File: src/hdl/chmr_pkg.sv
`default_nettype none
// ----------------------------------------------------------------------------
// chmr_pkg
// shared types, codes and constants for the cache hit/miss replacement block
// ----------------------------------------------------------------------------
package chmr_pkg;

   // parameter defaults
   localparam int MAX_SLOTS_DEF  = 16;
   localparam int KEY_BITS_DEF   = 16;
   localparam int STAMP_BITS_DEF = 32;

   // fixed field widths
   localparam int REF_KEY_W  = 16;
   localparam int SLOT_OUT_W = 4;
   localparam int COUNT_W    = 32;
   localparam int MODE_W     = 2;
   localparam int SLOTS_W    = 5;

   // register port
   localparam int CSR_ADDR_W = 3;
   localparam int CSR_DATA_W = 32;
   localparam logic [0:0] REG_CACHE_MODE   = 1'b0;
   localparam logic [0:0] REG_SLOTS_IN_USE = 1'b1;
   localparam logic [SLOTS_W-1:0] SLOTS_IN_USE_RESET = 5'd4;

   // random victim generator
   localparam int LFSR_W = 16;
   localparam logic [LFSR_W-1:0] LFSR_SEED = 16'hACE1;

   // remainder unit: dividend width and bits retired per cycle
   localparam int REM_W      = 32;
   localparam int REM_STEP   = 4;
   localparam int REM_DIGITS = REM_W / REM_STEP;

   typedef enum logic [MODE_W-1:0] {
      MODE_DIRECT = 2'd0,
      MODE_RANDOM = 2'd1,
      MODE_LRU    = 2'd2,
      MODE_ROUND  = 2'd3
   } mode_type;

   typedef enum logic [1:0] {
      DIV_KEY  = 2'd0,
      DIV_LFSR = 2'd1,
      DIV_MISS = 2'd2
   } div_sel_type;

   typedef enum logic [2:0] {
      ST_IDLE  = 3'd0,
      ST_LOOK  = 3'd1,
      ST_DIV   = 3'd2,
      ST_SCAN  = 3'd3,
      ST_WRITE = 3'd4
   } state_type;

   typedef struct packed {
      logic        load;
      logic        look;
      logic        div_start;
      div_sel_type div_sel;
      logic        div_take;
      logic        scan_start;
      logic        scan_take;
      logic        commit;
   } ctrl_cmd_type;

   typedef struct packed {
      mode_type mode;
      logic     any_match;
      logic     rem_done;
      logic     scan_done;
      logic     out_free;
   } dp_status_type;

endpackage
`default_nettype wire

File: src/hdl/chmr_ram.sv
`default_nettype none
// ----------------------------------------------------------------------------
// chmr_ram
// generic single write, single read ram with registered read data
// ----------------------------------------------------------------------------
module chmr_ram #(
   parameter int WIDTH = 32,
   parameter int DEPTH = 16
) (
   input  wire logic                                    clock,
   input  wire logic                                    we,
   input  wire logic [((DEPTH > 1) ? $clog2(DEPTH) : 1)-1:0] waddr,
   input  wire logic [WIDTH-1:0]                        wdata,
   input  wire logic [((DEPTH > 1) ? $clog2(DEPTH) : 1)-1:0] raddr,
   output logic      [WIDTH-1:0]                        rdata
);
   logic [WIDTH-1:0] mem_ff [DEPTH];
   logic [WIDTH-1:0] rdata_ff;

   always_ff @(posedge clock) begin
      if (we) begin
         mem_ff[waddr] <= wdata;
      end
      rdata_ff <= mem_ff[raddr];
   end

   assign rdata = rdata_ff;
endmodule
`default_nettype wire

File: src/hdl/chmr_rem.sv
`default_nettype none
// ----------------------------------------------------------------------------
// chmr_rem
// multi-cycle remainder unit, restoring, a few dividend bits per cycle
// ----------------------------------------------------------------------------
module chmr_rem #(
   parameter int DIV_W = 5
) (
   input  wire logic                       clock,
   input  wire logic                       reset,
   input  wire logic                       start,
   input  wire logic [chmr_pkg::REM_W-1:0] dividend,
   input  wire logic [DIV_W-1:0]           divisor,
   output logic                            done,
   output logic      [DIV_W-1:0]           remainder
);
   import chmr_pkg::*;

   localparam int CNT_W = $clog2(REM_DIGITS + 1);

   logic [REM_W-1:0] dvd_ff, dvd_in;
   logic [DIV_W-1:0] rem_ff, rem_in;
   logic [CNT_W-1:0] cnt_ff;
   logic             busy_ff;
   logic             done_ff;
   logic [DIV_W:0]   trial;

   // retire REM_STEP bits, msb first
   always_comb begin
      rem_in = rem_ff;
      dvd_in = dvd_ff;
      trial  = '0;
      for (int j = 0; j < REM_STEP; j++) begin
         trial  = {rem_in, dvd_in[REM_W-1]};
         dvd_in = {dvd_in[REM_W-2:0], 1'b0};
         if (trial >= {1'b0, divisor}) begin
            trial = trial - {1'b0, divisor};
         end
         rem_in = trial[DIV_W-1:0];
      end
   end

   always_ff @(posedge clock) begin
      if (reset) begin
         busy_ff <= 1'b0;
         done_ff <= 1'b0;
         cnt_ff  <= '0;
      end else if (start) begin
         busy_ff <= 1'b1;
         done_ff <= 1'b0;
         cnt_ff  <= '0;
      end else if (busy_ff) begin
         cnt_ff <= cnt_ff + CNT_W'(1);
         if (cnt_ff == CNT_W'(REM_DIGITS - 1)) begin
            busy_ff <= 1'b0;
            done_ff <= 1'b1;
         end
      end
   end

   always_ff @(posedge clock) begin
      if (start) begin
         dvd_ff <= dividend;
         rem_ff <= '0;
      end else if (busy_ff) begin
         dvd_ff <= dvd_in;
         rem_ff <= rem_in;
      end
   end

   assign done      = done_ff;
   assign remainder = rem_ff;

   // checked when the result appears; the divisor may be rewritten later
   a_rem_below_divisor: assert property (@(posedge clock) disable iff (reset)
      $rose(done_ff) |-> rem_ff < divisor)
      else $error("remainder not below divisor");
   a_done_after_busy: assert property (@(posedge clock) disable iff (reset)
      $rose(done_ff) |-> $past(busy_ff))
      else $error("remainder done without a run");
   a_not_busy_and_done: assert property (@(posedge clock) disable iff (reset)
      !(busy_ff && done_ff))
      else $error("remainder busy and done together");
endmodule
`default_nettype wire

File: src/hdl/chmr_ctrl.sv
`default_nettype none
// ----------------------------------------------------------------------------
// chmr_ctrl
// sequencer: accept, lookup, victim selection, commit
// ----------------------------------------------------------------------------
module chmr_ctrl (
   input  wire logic                    clock,
   input  wire logic                    reset,
   input  wire logic                    req_valid,
   output logic                         req_ready,
   input  wire chmr_pkg::dp_status_type status,
   output chmr_pkg::ctrl_cmd_type       cmd
);
   import chmr_pkg::*;

   state_type state_ff, state_in;

   always_ff @(posedge clock) begin
      if (reset) begin
         state_ff <= ST_IDLE;
      end else begin
         state_ff <= state_in;
      end
   end

   // next state
   always_comb begin
      state_in = state_ff;
      case (state_ff)
         ST_IDLE: begin
            if (req_valid) state_in = ST_LOOK;
         end
         ST_LOOK: begin
            if (status.mode == MODE_DIRECT) begin
               state_in = ST_DIV;
            end else if (status.any_match) begin
               state_in = ST_WRITE;
            end else if (status.mode == MODE_LRU) begin
               state_in = ST_SCAN;
            end else begin
               state_in = ST_DIV;
            end
         end
         ST_DIV: begin
            if (status.rem_done) state_in = ST_WRITE;
         end
         ST_SCAN: begin
            if (status.scan_done) state_in = ST_WRITE;
         end
         ST_WRITE: begin
            if (status.out_free) state_in = ST_IDLE;
         end
         default: state_in = ST_IDLE;
      endcase
   end

   // outputs
   always_comb begin
      cmd       = '0;
      req_ready = 1'b0;
      case (state_ff)
         ST_IDLE: begin
            req_ready = 1'b1;
            cmd.load  = req_valid;
         end
         ST_LOOK: begin
            if (status.mode == MODE_DIRECT) begin
               cmd.div_start = 1'b1;
               cmd.div_sel   = DIV_KEY;
            end else begin
               cmd.look = 1'b1;
               if (!status.any_match) begin
                  case (status.mode)
                     MODE_RANDOM: begin
                        cmd.div_start = 1'b1;
                        cmd.div_sel   = DIV_LFSR;
                     end
                     MODE_LRU: begin
                        cmd.scan_start = 1'b1;
                     end
                     default: begin
                        cmd.div_start = 1'b1;
                        cmd.div_sel   = DIV_MISS;
                     end
                  endcase
               end
            end
         end
         ST_DIV: begin
            cmd.div_take = status.rem_done;
         end
         ST_SCAN: begin
            cmd.scan_take = status.scan_done;
         end
         ST_WRITE: begin
            cmd.commit = status.out_free;
         end
         default: begin
            cmd = '0;
         end
      endcase
   end

   a_commit_needs_room: assert property (@(posedge clock) disable iff (reset)
      cmd.commit |-> status.out_free)
      else $error("commit while result register is full");
   a_accept_only_idle: assert property (@(posedge clock) disable iff (reset)
      cmd.load |=> state_ff == ST_LOOK)
      else $error("accepted beat did not start a lookup");
   a_one_start: assert property (@(posedge clock) disable iff (reset)
      !(cmd.div_start && cmd.scan_start))
      else $error("remainder and scan started together");
endmodule
`default_nettype wire

File: src/hdl/chmr_dp.sv
`default_nettype none
// ----------------------------------------------------------------------------
// chmr_dp
// datapath: tag lanes, stamp ram, lru scan, remainder unit, counters, result
// ----------------------------------------------------------------------------
module chmr_dp #(
   parameter int MAX_SLOTS  = chmr_pkg::MAX_SLOTS_DEF,
   parameter int KEY_BITS   = chmr_pkg::KEY_BITS_DEF,
   parameter int STAMP_BITS = chmr_pkg::STAMP_BITS_DEF
) (
   input  wire logic                           clock,
   input  wire logic                           reset,
   input  wire chmr_pkg::ctrl_cmd_type         cmd,
   output chmr_pkg::dp_status_type             status,
   input  wire chmr_pkg::mode_type             cfg_mode,
   input  wire logic [chmr_pkg::SLOTS_W-1:0]   cfg_slots,
   input  wire logic [chmr_pkg::REF_KEY_W-1:0] req_reference_key,
   input  wire logic                           rsp_ready,
   output logic                                rsp_valid,
   output logic                                rsp_was_hit,
   output logic [chmr_pkg::SLOT_OUT_W-1:0]     rsp_slot_used,
   output logic [chmr_pkg::COUNT_W-1:0]        rsp_references_seen,
   output logic [chmr_pkg::COUNT_W-1:0]        rsp_hits_seen
);
   import chmr_pkg::*;

   localparam int SW = (MAX_SLOTS > 1) ? $clog2(MAX_SLOTS) : 1;
   localparam int NW = $clog2(MAX_SLOTS + 1);

   // active slot count
   logic [NW-1:0] n;
   always_comb begin
      if (cfg_slots == '0) begin
         n = NW'(1);
      end else if (32'(cfg_slots) > 32'(MAX_SLOTS)) begin
         n = NW'(MAX_SLOTS);
      end else begin
         n = NW'(cfg_slots);
      end
   end

   // reference key
   logic [31:0]         key_wide;
   logic [KEY_BITS-1:0] key_ff;
   assign key_wide = 32'(req_reference_key);

   always_ff @(posedge clock) begin
      if (cmd.load) key_ff <= key_wide[KEY_BITS-1:0];
   end

   // tag lanes
   logic [MAX_SLOTS-1:0] valid_ff;
   logic [KEY_BITS-1:0]  tag_ff [MAX_SLOTS];
   logic [MAX_SLOTS-1:0] eq_vec;
   logic [MAX_SLOTS-1:0] match_vec;
   logic [SW-1:0]        first_idx;
   logic                 any_match;

   for (genvar g = 0; g < MAX_SLOTS; g++) begin : g_lane
      assign eq_vec[g]    = valid_ff[g] && (tag_ff[g] == key_ff);
      assign match_vec[g] = eq_vec[g] && (32'(g) < 32'(n));
   end

   always_comb begin
      first_idx = '0;
      any_match = 1'b0;
      for (int i = MAX_SLOTS - 1; i >= 0; i--) begin
         if (match_vec[i]) begin
            first_idx = SW'(i);
            any_match = 1'b1;
         end
      end
   end

   // counters and random source
   logic [COUNT_W-1:0] ref_cnt_ff;
   logic [COUNT_W-1:0] hit_cnt_ff;
   logic [LFSR_W-1:0]  lfsr_ff;
   logic [LFSR_W-1:0]  lfsr_next;
   logic               lfsr_fb;

   assign lfsr_fb   = lfsr_ff[0] ^ lfsr_ff[2] ^ lfsr_ff[3] ^ lfsr_ff[5];
   assign lfsr_next = {lfsr_fb, lfsr_ff[LFSR_W-1:1]};

   // remainder unit
   logic [REM_W-1:0] dividend;
   logic             rem_done;
   logic [NW-1:0]    rem_val;

   always_comb begin
      case (cmd.div_sel)
         DIV_KEY:  dividend = REM_W'(key_ff);
         DIV_LFSR: dividend = REM_W'(lfsr_next);
         DIV_MISS: dividend = REM_W'(ref_cnt_ff - hit_cnt_ff);
         default:  dividend = '0;
      endcase
   end

   chmr_rem #(
      .DIV_W (NW)
   ) u_rem (
      .clock     (clock),
      .reset     (reset),
      .start     (cmd.div_start),
      .dividend  (dividend),
      .divisor   (n),
      .done      (rem_done),
      .remainder (rem_val)
   );

   // lookup result
   logic          hit_ff;
   logic [SW-1:0] slot_ff;
   logic [SW-1:0] rem_slot;
   assign rem_slot = rem_val[SW-1:0];

   // stamp store and lru scan
   logic [NW-1:0]         scan_idx_ff;
   logic                  scan_run_ff;
   logic                  rd_live_ff;
   logic [SW-1:0]         rd_idx_ff;
   logic [STAMP_BITS-1:0] best_stamp_ff;
   logic [SW-1:0]         best_idx_ff;
   logic                  scan_done_ff;
   logic [STAMP_BITS-1:0] ram_rdata;
   logic [STAMP_BITS-1:0] cand;
   logic [COUNT_W-1:0]    stamp_wide;
   logic                  ram_we;

   assign stamp_wide = ref_cnt_ff + COUNT_W'(1);
   assign ram_we     = cmd.commit && (!hit_ff || cfg_mode != MODE_DIRECT);
   // a slot never filled is read as a stamp of zero, since the ram has no reset
   assign cand       = valid_ff[rd_idx_ff] ? ram_rdata : '0;

   chmr_ram #(
      .WIDTH (STAMP_BITS),
      .DEPTH (MAX_SLOTS)
   ) u_stamp_ram (
      .clock (clock),
      .we    (ram_we),
      .waddr (slot_ff),
      .wdata (stamp_wide[STAMP_BITS-1:0]),
      .raddr (scan_idx_ff[SW-1:0]),
      .rdata (ram_rdata)
   );

   always_ff @(posedge clock) begin
      if (reset) begin
         scan_run_ff  <= 1'b0;
         rd_live_ff   <= 1'b0;
         scan_done_ff <= 1'b0;
      end else if (cmd.scan_start) begin
         scan_run_ff  <= 1'b1;
         rd_live_ff   <= 1'b0;
         scan_done_ff <= 1'b0;
      end else begin
         rd_live_ff <= scan_run_ff;
         if (scan_run_ff && scan_idx_ff == n - NW'(1)) scan_run_ff <= 1'b0;
         if (rd_live_ff && NW'(rd_idx_ff) == n - NW'(1)) scan_done_ff <= 1'b1;
      end
   end

   always_ff @(posedge clock) begin
      if (cmd.scan_start) begin
         scan_idx_ff <= '0;
      end else if (scan_run_ff && scan_idx_ff != n - NW'(1)) begin
         scan_idx_ff <= scan_idx_ff + NW'(1);
      end
      if (scan_run_ff) rd_idx_ff <= scan_idx_ff[SW-1:0];
      // strict compare keeps the lowest index on ties
      if (rd_live_ff && (rd_idx_ff == '0 || cand < best_stamp_ff)) begin
         best_stamp_ff <= cand;
         best_idx_ff   <= rd_idx_ff;
      end
   end

   // lookup / victim capture
   always_ff @(posedge clock) begin
      if (cmd.look) begin
         hit_ff  <= any_match;
         slot_ff <= first_idx;
      end else if (cmd.div_take) begin
         slot_ff <= rem_slot;
         hit_ff  <= (cfg_mode == MODE_DIRECT) ? eq_vec[rem_slot] : 1'b0;
      end else if (cmd.scan_take) begin
         slot_ff <= best_idx_ff;
         hit_ff  <= 1'b0;
      end
   end

   // state update at commit
   always_ff @(posedge clock) begin
      if (reset) begin
         valid_ff   <= '0;
         ref_cnt_ff <= '0;
         hit_cnt_ff <= '0;
         lfsr_ff    <= LFSR_SEED;
      end else begin
         if (cmd.div_start && cmd.div_sel == DIV_LFSR) lfsr_ff <= lfsr_next;
         if (cmd.commit) begin
            ref_cnt_ff <= stamp_wide;
            if (hit_ff) begin
               hit_cnt_ff <= hit_cnt_ff + COUNT_W'(1);
            end else begin
               valid_ff[slot_ff] <= 1'b1;
            end
         end
      end
   end

   always_ff @(posedge clock) begin
      if (cmd.commit && !hit_ff) tag_ff[slot_ff] <= key_ff;
   end

   // result register
   logic               rsp_valid_ff;
   logic               rsp_hit_ff;
   logic [SW-1:0]      rsp_slot_ff;
   logic [COUNT_W-1:0] rsp_refs_ff;
   logic [COUNT_W-1:0] rsp_hits_ff;
   logic [31:0]        rsp_slot_wide;

   always_ff @(posedge clock) begin
      if (reset) begin
         rsp_valid_ff <= 1'b0;
      end else if (cmd.commit) begin
         rsp_valid_ff <= 1'b1;
      end else if (rsp_ready) begin
         rsp_valid_ff <= 1'b0;
      end
   end

   always_ff @(posedge clock) begin
      if (cmd.commit) begin
         rsp_hit_ff  <= hit_ff;
         rsp_slot_ff <= slot_ff;
         rsp_refs_ff <= stamp_wide;
         rsp_hits_ff <= hit_cnt_ff + COUNT_W'(hit_ff);
      end
   end

   assign rsp_slot_wide       = 32'(rsp_slot_ff);
   assign rsp_valid           = rsp_valid_ff;
   assign rsp_was_hit         = rsp_hit_ff;
   assign rsp_slot_used       = rsp_slot_wide[SLOT_OUT_W-1:0];
   assign rsp_references_seen = rsp_refs_ff;
   assign rsp_hits_seen       = rsp_hits_ff;

   // status back to the sequencer
   always_comb begin
      status.mode      = cfg_mode;
      status.any_match = any_match;
      status.rem_done  = rem_done;
      status.scan_done = scan_done_ff;
      status.out_free  = !rsp_valid_ff || rsp_ready;
   end

   a_slot_in_range: assert property (@(posedge clock) disable iff (reset)
      rsp_valid_ff |-> 32'(rsp_slot_ff) < 32'(n))
      else $error("reported slot outside the active slots");
   a_ref_count_step: assert property (@(posedge clock) disable iff (reset)
      cmd.commit |=> ref_cnt_ff == $past(ref_cnt_ff) + COUNT_W'(1))
      else $error("reference count did not advance by one");
   a_fill_sets_valid: assert property (@(posedge clock) disable iff (reset)
      cmd.commit && !hit_ff |=> valid_ff[$past(slot_ff)])
      else $error("filled slot not marked valid");
   a_hit_is_valid: assert property (@(posedge clock) disable iff (reset)
      cmd.commit && hit_ff |-> valid_ff[slot_ff] && tag_ff[slot_ff] == key_ff)
      else $error("hit reported on a slot that does not hold the key");
endmodule
`default_nettype wire

File: src/hdl/cache_hit_miss_replacement.sv
`default_nettype none
// ----------------------------------------------------------------------------
// cache_hit_miss_replacement
// tag-store lookup with direct-mapped or fully associative placement
// ----------------------------------------------------------------------------
// One request beat carries a key; one response beat reports hit or miss, the
// slot that hit or was filled, and the wrapping reference and hit counts. The
// block works on one key at a time. An associative hit goes from accept to
// result through accept, parallel tag compare over active slots, and commit.
// For direct-mapped lookups and random or round robin misses the slot is a
// remainder by the active slot count, computed by a shared restoring remainder
// unit that retires 4 bits of a 32-bit dividend per cycle. On an LRU miss the
// stamps of the n active slots sit in a ram with one registered read port and
// are read one slot per cycle to find the oldest.
// A new key is taken as soon as the previous result has been written to the
// output register, so a stalled response only holds the next key at its
// commit step. No clearing pass is needed after reset. Registers (apb-style,
// pready always high): 0x0 cache_mode (0 direct, 1 random, 2 lru, 3 round
// robin), 0x4 slots_in_use (0 acts as 1, values above MAX_SLOTS act as
// MAX_SLOTS). Write them only while no beat is in flight.
// ----------------------------------------------------------------------------
module cache_hit_miss_replacement #(
   parameter int MAX_SLOTS  = chmr_pkg::MAX_SLOTS_DEF,
   parameter int KEY_BITS   = chmr_pkg::KEY_BITS_DEF,
   parameter int STAMP_BITS = chmr_pkg::STAMP_BITS_DEF
) (
   input  wire logic                            clock,
   input  wire logic                            reset,
   // request channel
   input  wire logic                            req_valid,
   output logic                                 req_ready,
   input  wire logic [chmr_pkg::REF_KEY_W-1:0]  req_reference_key,
   // response channel
   output logic                                 rsp_valid,
   input  wire logic                            rsp_ready,
   output logic                                 rsp_was_hit,
   output logic [chmr_pkg::SLOT_OUT_W-1:0]      rsp_slot_used,
   output logic [chmr_pkg::COUNT_W-1:0]         rsp_references_seen,
   output logic [chmr_pkg::COUNT_W-1:0]         rsp_hits_seen,
   // register port
   input  wire logic                            csr_psel,
   input  wire logic                            csr_penable,
   input  wire logic                            csr_pwrite,
   input  wire logic [chmr_pkg::CSR_ADDR_W-1:0] csr_paddr,
   input  wire logic [chmr_pkg::CSR_DATA_W-1:0] csr_pwdata,
   output logic      [chmr_pkg::CSR_DATA_W-1:0] csr_prdata,
   output logic                                 csr_pready
);
   import chmr_pkg::*;

   // configuration registers
   mode_type           mode_ff;
   logic [SLOTS_W-1:0] slots_ff;
   logic [0:0]         csr_index;
   logic               csr_write;

   // register index is the word address; the low byte bits are ignored
   assign csr_index  = csr_paddr[2];
   assign csr_write  = csr_psel && csr_penable && csr_pwrite;
   assign csr_pready = 1'b1;

   always_ff @(posedge clock) begin
      if (reset) begin
         mode_ff  <= MODE_DIRECT;
         slots_ff <= SLOTS_IN_USE_RESET;
      end else if (csr_write) begin
         case (csr_index)
            REG_CACHE_MODE:   mode_ff  <= mode_type'(csr_pwdata[MODE_W-1:0]);
            REG_SLOTS_IN_USE: slots_ff <= csr_pwdata[SLOTS_W-1:0];
            default: ;
         endcase
      end
   end

   // read back
   always_comb begin
      case (csr_index)
         REG_CACHE_MODE:   csr_prdata = CSR_DATA_W'(mode_ff);
         REG_SLOTS_IN_USE: csr_prdata = CSR_DATA_W'(slots_ff);
         default:          csr_prdata = '0;
      endcase
   end

   // sequencer and datapath, joined by command and status only
   ctrl_cmd_type  cmd;
   dp_status_type status;

   chmr_ctrl u_ctrl (
      .clock     (clock),
      .reset     (reset),
      .req_valid (req_valid),
      .req_ready (req_ready),
      .status    (status),
      .cmd       (cmd)
   );

   chmr_dp #(
      .MAX_SLOTS  (MAX_SLOTS),
      .KEY_BITS   (KEY_BITS),
      .STAMP_BITS (STAMP_BITS)
   ) u_dp (
      .clock               (clock),
      .reset               (reset),
      .cmd                 (cmd),
      .status              (status),
      .cfg_mode            (mode_ff),
      .cfg_slots           (slots_ff),
      .req_reference_key   (req_reference_key),
      .rsp_ready           (rsp_ready),
      .rsp_valid           (rsp_valid),
      .rsp_was_hit         (rsp_was_hit),
      .rsp_slot_used       (rsp_slot_used),
      .rsp_references_seen (rsp_references_seen),
      .rsp_hits_seen       (rsp_hits_seen)
   );

   a_accept_loads: assert property (@(posedge clock) disable iff (reset)
      req_valid && req_ready |-> cmd.load)
      else $error("accepted request beat not loaded");
   a_hits_not_above_refs: assert property (@(posedge clock) disable iff (reset)
      rsp_valid && rsp_was_hit && rsp_references_seen == rsp_hits_seen
      |-> rsp_references_seen != '0)
      else $error("hit reported with no reference counted");
   a_csr_stable_busy: assert property (@(posedge clock) disable iff (reset)
      !req_ready && !rsp_valid |=> $stable(mode_ff) || $past(csr_write))
      else $error("mode changed without a register write");
endmodule
`default_nettype wire
File: config.mk
export PLATFORM = sky130hd
export DESIGN_NAME = cache_hit_miss_replacement
export DESIGN_NICKNAME = d
export VERILOG_FILES = /design/src/hdl/chmr_pkg.sv /design/src/hdl/chmr_ram.sv /design/src/hdl/chmr_rem.sv /design/src/hdl/chmr_ctrl.sv /design/src/hdl/chmr_dp.sv /design/src/hdl/cache_hit_miss_replacement.sv
export SDC_FILE = /design/constraint.sdc
export NUM_CORES = 2
export LEC_CHECK = 0
export ABC_AREA = 1
export ABC_CLOCK_PERIOD_IN_PS = 11120
export CORE_ASPECT_RATIO = 0.7
export CORE_UTILIZATION = 55
export DETAILED_ROUTE_END_ITERATION = 16
export DONT_BUFFER_PORTS = 1
export PLACE_DENSITY = 0.73
export SETUP_SLACK_MARGIN = 0.15
export SYNTH_ARGS = -nofsm -noshare
export SYNTH_HDL_FRONTEND = slang
export SYNTH_HIERARCHICAL = 1
export SYNTH_SLANG_ARGS = --single-unit
File: constraint.sdc
create_clock -name clock -period 11.12 [get_ports clock]
set_input_delay 1.112 -clock clock [delete_from_list [all_inputs] [get_ports clock]]
set_output_delay 1.112 -clock clock [all_outputs]
set_load 0.01 [all_outputs]
## After elaboration in Yosys (flattened, before gate mapping)

Memories as Yosys holds them, arrays and structs flattened. A register that Yosys moved wholly into a read port is not among the register bits.
Index checks and enable logic that the tools add are counted.

- Input port bits: 58
- Memories: 2
- Flip-flop bits (word level): 288
- Output and inout port bits: 104
- Memory bits (writable): 768

- Eq/ne operators: 32
- Add/subtract/negate cells: 11
- $lt $le $gt $ge: 26
- Bitwise gates (word level): 6
- Mux-type cells: 89
- Reduce and logical (&&, ||, !) cells: 65

Memory list:

| name | words | width | rd ports | clocked after memory_dff | write ports | line | source |
|---|---|---|---|---|---|---|---|
| u_dp.u_stamp_ram.mem_ff | 16 | 32 | 1 | 1 | 1 | chmr_ram.sv:17 | `logic [WIDTH-1:0] mem_ff [DEPTH];` |
| u_dp.tag_ff | 16 | 16 | 16 | 0 | 1 | chmr_dp.sv:53 | `logic [KEY_BITS-1:0] tag_ff [MAX_SLOTS];` |

Operators with widths:

| cell | count |
|---|---|
| == test 16 bit | 16 |
| two-way mux 32 bit | 3 |
| one-hot mux 32 bit (3 select lines) | 1 |
| two-way mux 4 bit | 20 |
| adder 32 x 1 -> 32 bit, second input constant | 2 |
| one-hot mux 32 bit (2 select lines) | 1 |
| two-way mux 1 bit | 45 |
| logical AND 1 bit | 42 |
| less-than comparator 4 x 5 -> 1 bit, first input constant | 8 |
| adder 32 x 1 -> 32 bit | 1 |
| less-than comparator 32 bit | 1 |
| subtractor 32 bit | 1 |
| two-way mux 5 bit | 6 |
| >= comparator 6 x 5 -> 1 bit | 4 |
| two-way mux 3 bit | 8 |
| less-than comparator 3 x 5 -> 1 bit, first input constant | 4 |
| subtractor 5 bit | 4 |
| bitwise OR 16 bit | 1 |
| less-than comparator 4 x 5 -> 1 bit, second input constant | 3 |
| one-hot mux 3 bit (5 select lines) | 1 |
| less-than comparator 1 x 5 -> 1 bit, first input constant | 2 |
| less-than comparator 2 x 5 -> 1 bit, first input constant | 2 |
| AND reduction 2 bit | 5 |
| binary-select mux 1 bit (select 4 bit) | 2 |
| 30 further kinds | 46 |

## Longest topological paths before layout

- Depth in word-level cells: 27
- Depth in mapped cells: 46
- Mapped depth without buffers: 46

## Hierarchy

Netlist, hierarchy kept.

Modules (own cells, without submodules):

| module | sequential area each (sq um) | cells an instance | area an instance (sq um) | times used |
|---|---|---|---|---|
| chmr_dp | 13693.1 | 2653 | 24740.0 | 1 |
| chmr_ram | 16015.4 | 2120 | 22744.3 | 1 |
| chmr_rem | 1181.1 | 378 | 2944.1 | 1 |
| cache_hit_miss_replacement | 140.1 | 89 | 591.8 | 1 |
| chmr_ctrl | 60.1 | 60 | 335.3 | 1 |

## Worst setup path before layout

No wires, ideal clock.

- Path kind: input port to flip-flop
- Start: input port rsp_ready
- End: memory u_dp.u_stamp_ram.mem_ff[12][0], enable pin
- Data arrival time: 10.759 ns
- Data required time: 10.699 ns
- Library setup time: 0.421 ns
- Path slack: -0.060 ns
- Path buffers: 2
- Stages on the path: 10
- Cell sequence: inv_1 nand2_1 inv_1 nor4_1 buf_2 clkbuf_1 o21ai_0 nand2_1 nand3_1 nor2_1

RTL lines:

| element | line | source |
|---|---|---|
| from (decl) | cache_hit_miss_replacement.sv:35 | `input wire logic rsp_ready,` |
| to (decl) | chmr_ram.sv:17 |  |

## Worst setup path after layout

- Start: register slots_ff[2]
- End: register u_dp.u_rem.rem_ff[2] (netlist: u_dp/u_rem/remainder[2])

- Longest elaborated chain between the ends: 24

RTL lines:

| element | line | source |
|---|---|---|
| from (decl) | cache_hit_miss_replacement.sv:53 | `logic [SLOTS_W-1:0] slots_ff;` |
| from (signal assigned) | cache_hit_miss_replacement.sv:69 | `REG_SLOTS_IN_USE: slots_ff <= csr_pwdata[SLOTS_W-1:0];` |
| greater-than comparator 5 bit | chmr_dp.sv:35 | `end else if (32'(cfg_slots) > 32'(MAX_SLOTS)) begin` |
| two-way mux 5 bit | chmr_dp.sv:35 |  |
| two-way mux 5 bit * | chmr_dp.sv:33 | `if (cfg_slots == '0) begin` |
| via u_dp.n[0] | chmr_dp.sv:31 | `logic [NW-1:0] n;` |
| less-than comparator 4 x 5 -> 1 bit | chmr_dp.sv:61 | `assign match_vec[g] = eq_vec[g] && (32'(g) < 32'(n));` |
| logical AND 1 bit | chmr_dp.sv:61 |  |
| two-way mux 1 bit (16 in series) | chmr_dp.sv:68 | `if (match_vec[i]) begin` |
| two-way mux 3 bit | chmr_ctrl.sv:72 | `if (!status.any_match) begin` |
| two-way mux 3 bit | chmr_ctrl.sv:67 | `if (status.mode == MODE_DIRECT) begin` |
| two-way mux 4 bit | chmr_ctrl.sv:61 | `case (state_ff)` |
| to (signal assigned) | chmr_rem.sv:67 | `rem_ff <= rem_in;` |
| to (decl) | chmr_rem.sv:22 | `logic [DIV_W-1:0] rem_ff, rem_in;` |

Mark *: on every way through the listed nets, which the timed path passes. The rest lies on a longest branch.
A chain may end at the register's enable or synchronous reset.

==> out/results.ini <==
[route]
vias = 36980
via_per_inst = 5.572
wl_per_cell_um = 19.95
ant_nets = 0
wirelength_um = 132400
drt-initial-drc-count = 4647
drc = 0
dr.pass1.iters = 9

[grt]
grt_max_degree = 93
grtUsageMet1_pct = 43.70
grt_pass1_wl_um = 201100
grtUsageMet2_pct = 39.07
grt_busiest_layer = met1
use_met3_pct = 5.525
antenna_found_initial = 4
grt_usage_pct = 27.77
grt_remaining_overflow = 0
grt_pass1_vias = 34130

[clock_tree]
clock_path_buffers = 3
clock_latency_ps = 700
tritoncts = built
cts_max_level = 3
cts_hold_buffers = 0
postCtsSetupRepairBufs = 0
cts-resized-gates = 0
numCtsBuffers = 102
clockRootBuffer = clkbuf_16
clock_sinks = 1088
clk_pin_slew_ps = 70

[logic_synthesis]
ys_seq_elements = 1088
synth-simple-area-share_pct = 20.43
yosys_warnings = 6
synth_top_family_by_area = simple AND/OR/NAND/NOR gates
syn_avg_cell_area_um2 = 9.690
synth_ff_type = edfxtp_1
synthDominantCellAreaShare_pct = 54.38
synthTopCellsByCount = nand2_1, edfxtp_1, inv_1, nand3_1, nor2_1
yosysSeqAreaShare_pct = 60.54
synth_cell_type_count = 60
syn_inst = 5300
synth_edf_count = 930
synth-xor-area-share_pct = 2.967
synth_compound_area_share_pct = 4.712
synth.area.mux_share_pct = 0
synthTopCellsByArea = edfxtp_1, nand2_1, inv_1
synth_largest_area_cell = edfxtp_1
synth_async_sr_flop_share_pct = 0
synth.most_common_cell = nand2_1
synthAdderAreaFrac_pct = 2.461
netlist_area_um2 = 51360

[worst_setup_path]
cp.arrival_ps = 7380
start_kind = flip-flop
max_stage_delay_ps = 410
crit_fanout = 7
critPathCaptureType = flip-flop
worst_path_max_delay_cell = fa_1
cp_common_cell = nand2_1
required_ps = 11670
critPathKind = flip-flop to flip-flop
crit_buf_inv = 7
path_delay_family = simple AND/OR/NAND/NOR gates

[sta]
setup_tns_ps = 0
hold_violations = 0
relSlewSlack_pct = 18.78
rsz0062_at_grt = false
drv_slew = 0
worst_pin_slew_ps = 1214
skew_ps = 55.37
final.period_utilization_pct = 61.46
setup_viol = 0
max_freq_mhz = 146.3
fin_crit_ps = 6834

[floorplanning]
die_w_um = 367.2
rows = 93
coreArea_um2 = 92270
start_util_pct = 55.65
dieArea_um2 = 94620
io_pins = 162
die_h_um = 257.7

[pwr]
power_density_nw_per_um2 = 225.5
ir_worst_vdd_uv = 271.3
leakagePower_nw = 23.51

[outcome]
status = finished, final reports clean

[place]
hpwl_um = 81710
io_buffers = 0
place_congestion = 0.9968

[layout]
post-route-util_pct = 60.79
layout-drive-gt1-share_pct = 6.738
finish.net_count = 5471
area_growth_pct = 9.219

[job]
maxCapViolCount = 0

[min_path]
hold_path_class = flip-flop to flip-flop

sequential cells by signal, indices dropped and copies added (netlist names), 2 cells and up:
signal and flops:
u_dp/hit_cnt_ff 32, u_dp/scan_idx_ff 5, u_dp/rsp_hits_seen 32, u_dp/ref_cnt_ff 32, u_dp/u_stamp_ram/mem_ff 512, mode_ff 2
u_ctrl/state_ff 3, u_dp/u_stamp_ram/rdata 32, u_dp/u_rem/dvd_ff 32, slots_ff 5, u_dp/valid_ff 16, u_dp/tag_ff 256
u_dp/slot_ff 4, u_dp/u_rem/remainder 5, u_dp/rsp_references_seen 32, u_dp/best_idx_ff 4, u_dp/u_rem/cnt_ff 4, u_dp/rd_idx_ff 4
u_dp/lfsr_ff 16, u_dp/rsp_slot_used 4, u_dp/best_stamp_ff 32, u_dp/key_ff 16
path summary, 6_finish.rpt:
check	start	end	slack (ps)	cells after the start
setup reg to reg	slots_ff[2]	u_dp/u_rem/remainder[2]	4290	42
hold reg to reg	u_dp/hit_cnt_ff[17]	u_dp/hit_cnt_ff[17]	460	1
setup / recovery	slots_ff[2]	u_dp/u_rem/remainder[2]	4290	42
hold / removal	u_dp/hit_cnt_ff[17]	u_dp/hit_cnt_ff[17]	460	1
layout by cell type (no fill, tap or decap), types with 11 or more instances in the layout:
cell / synthesis / layout
o22ai_1: 16 / 16
o221ai_1: 22 / 22
clkinv_1: 10 / 12
nor3_1: 80 / 80
a21oi_1: 151 / 150
o2111ai_1: 11 / 11
o21ai_0: 157 / 157
ha_1: 93 / 93
clkbuf_1: 56 / 32
xor2_1: 133 / 133
dfxtp_1: 158 / 154
inv_1: 849 / 848
o211ai_1: 12 / 12
clkbuf_16: 0 / 104
nand4_1: 58 / 58
nor2_2: 9 / 11
nor2_1: 326 / 308
nand2_1: 1346 / 1346
or2_2: 35 / 35
xnor2_1: 41 / 41
o21a_1: 13 / 13
nor2_4: 7 / 23
conb_1: 2 / 28
clkbuf_8: 0 / 20
nand3_1: 503 / 503
clkinv_2: 0 / 14
nor4_1: 26 / 25
buf_4: 45 / 100
edfxtp_1: 930 / 930
stage by stage:
stage               worst slack, ps  area [um2]  hold WS, ps  cells  power [W]
detailed placement             4467       52620        444.2   6446   0.009017
CTS                            4390       56090        456.3   6637    0.01261
global route                   3441       56090        480.8   6637    0.01335
global placement               4546       52620        435.1   6446   0.008971
finish                         4286       56090        461.9   6638    0.01265
floorplan                      3041       51460        422.3   5326   0.008068
metal layers:
| metal | part of all wire, % | wire, um | vias to the layer above |
|---|---|---|---|
| li1 | - | - | 17400 |
| met1 | 44 | 58660 | 17330 |
| met2 | 41 | 53900 | 2033 |
| met3 | 13 | 17100 | 220 |
| met4 | 2.1 | 2761 | 2 |
| met5 | 0.0098 | 13 | - |
cells by family (layout without fill, tap and decap cells):
family	Yosys count	after routing
simple gates	2436	2436
xor+xnor	174	174
flops	1088	1088
other cells	2	29
buf+inv	1079	1155
compound gates	423	423
fa+ha+maj	98	98
power by group:
part / internal [W] / total [W] / switching, W / leakage [nW]
Combinational: 0.00126 / 0.00404 / 0.00279 / 11.9
Sequential: 0.00483 / 0.00501 / 0.000179 / 9.92
Clock: 0.00208 / 0.00360 / 0.00152 / 1.70
cell type report:
type,instances,area [um2]
multi-input combinational,3159,15970
fill,7369,36180
timing repair buffer,100,750.7
tap,1235,1545
clock inverter,35,474.2
antenna,1,2.502
inverter,864,3253
sequential,1088,31100
clock buffer,156,2998
(Power assumes the default switching activity.)
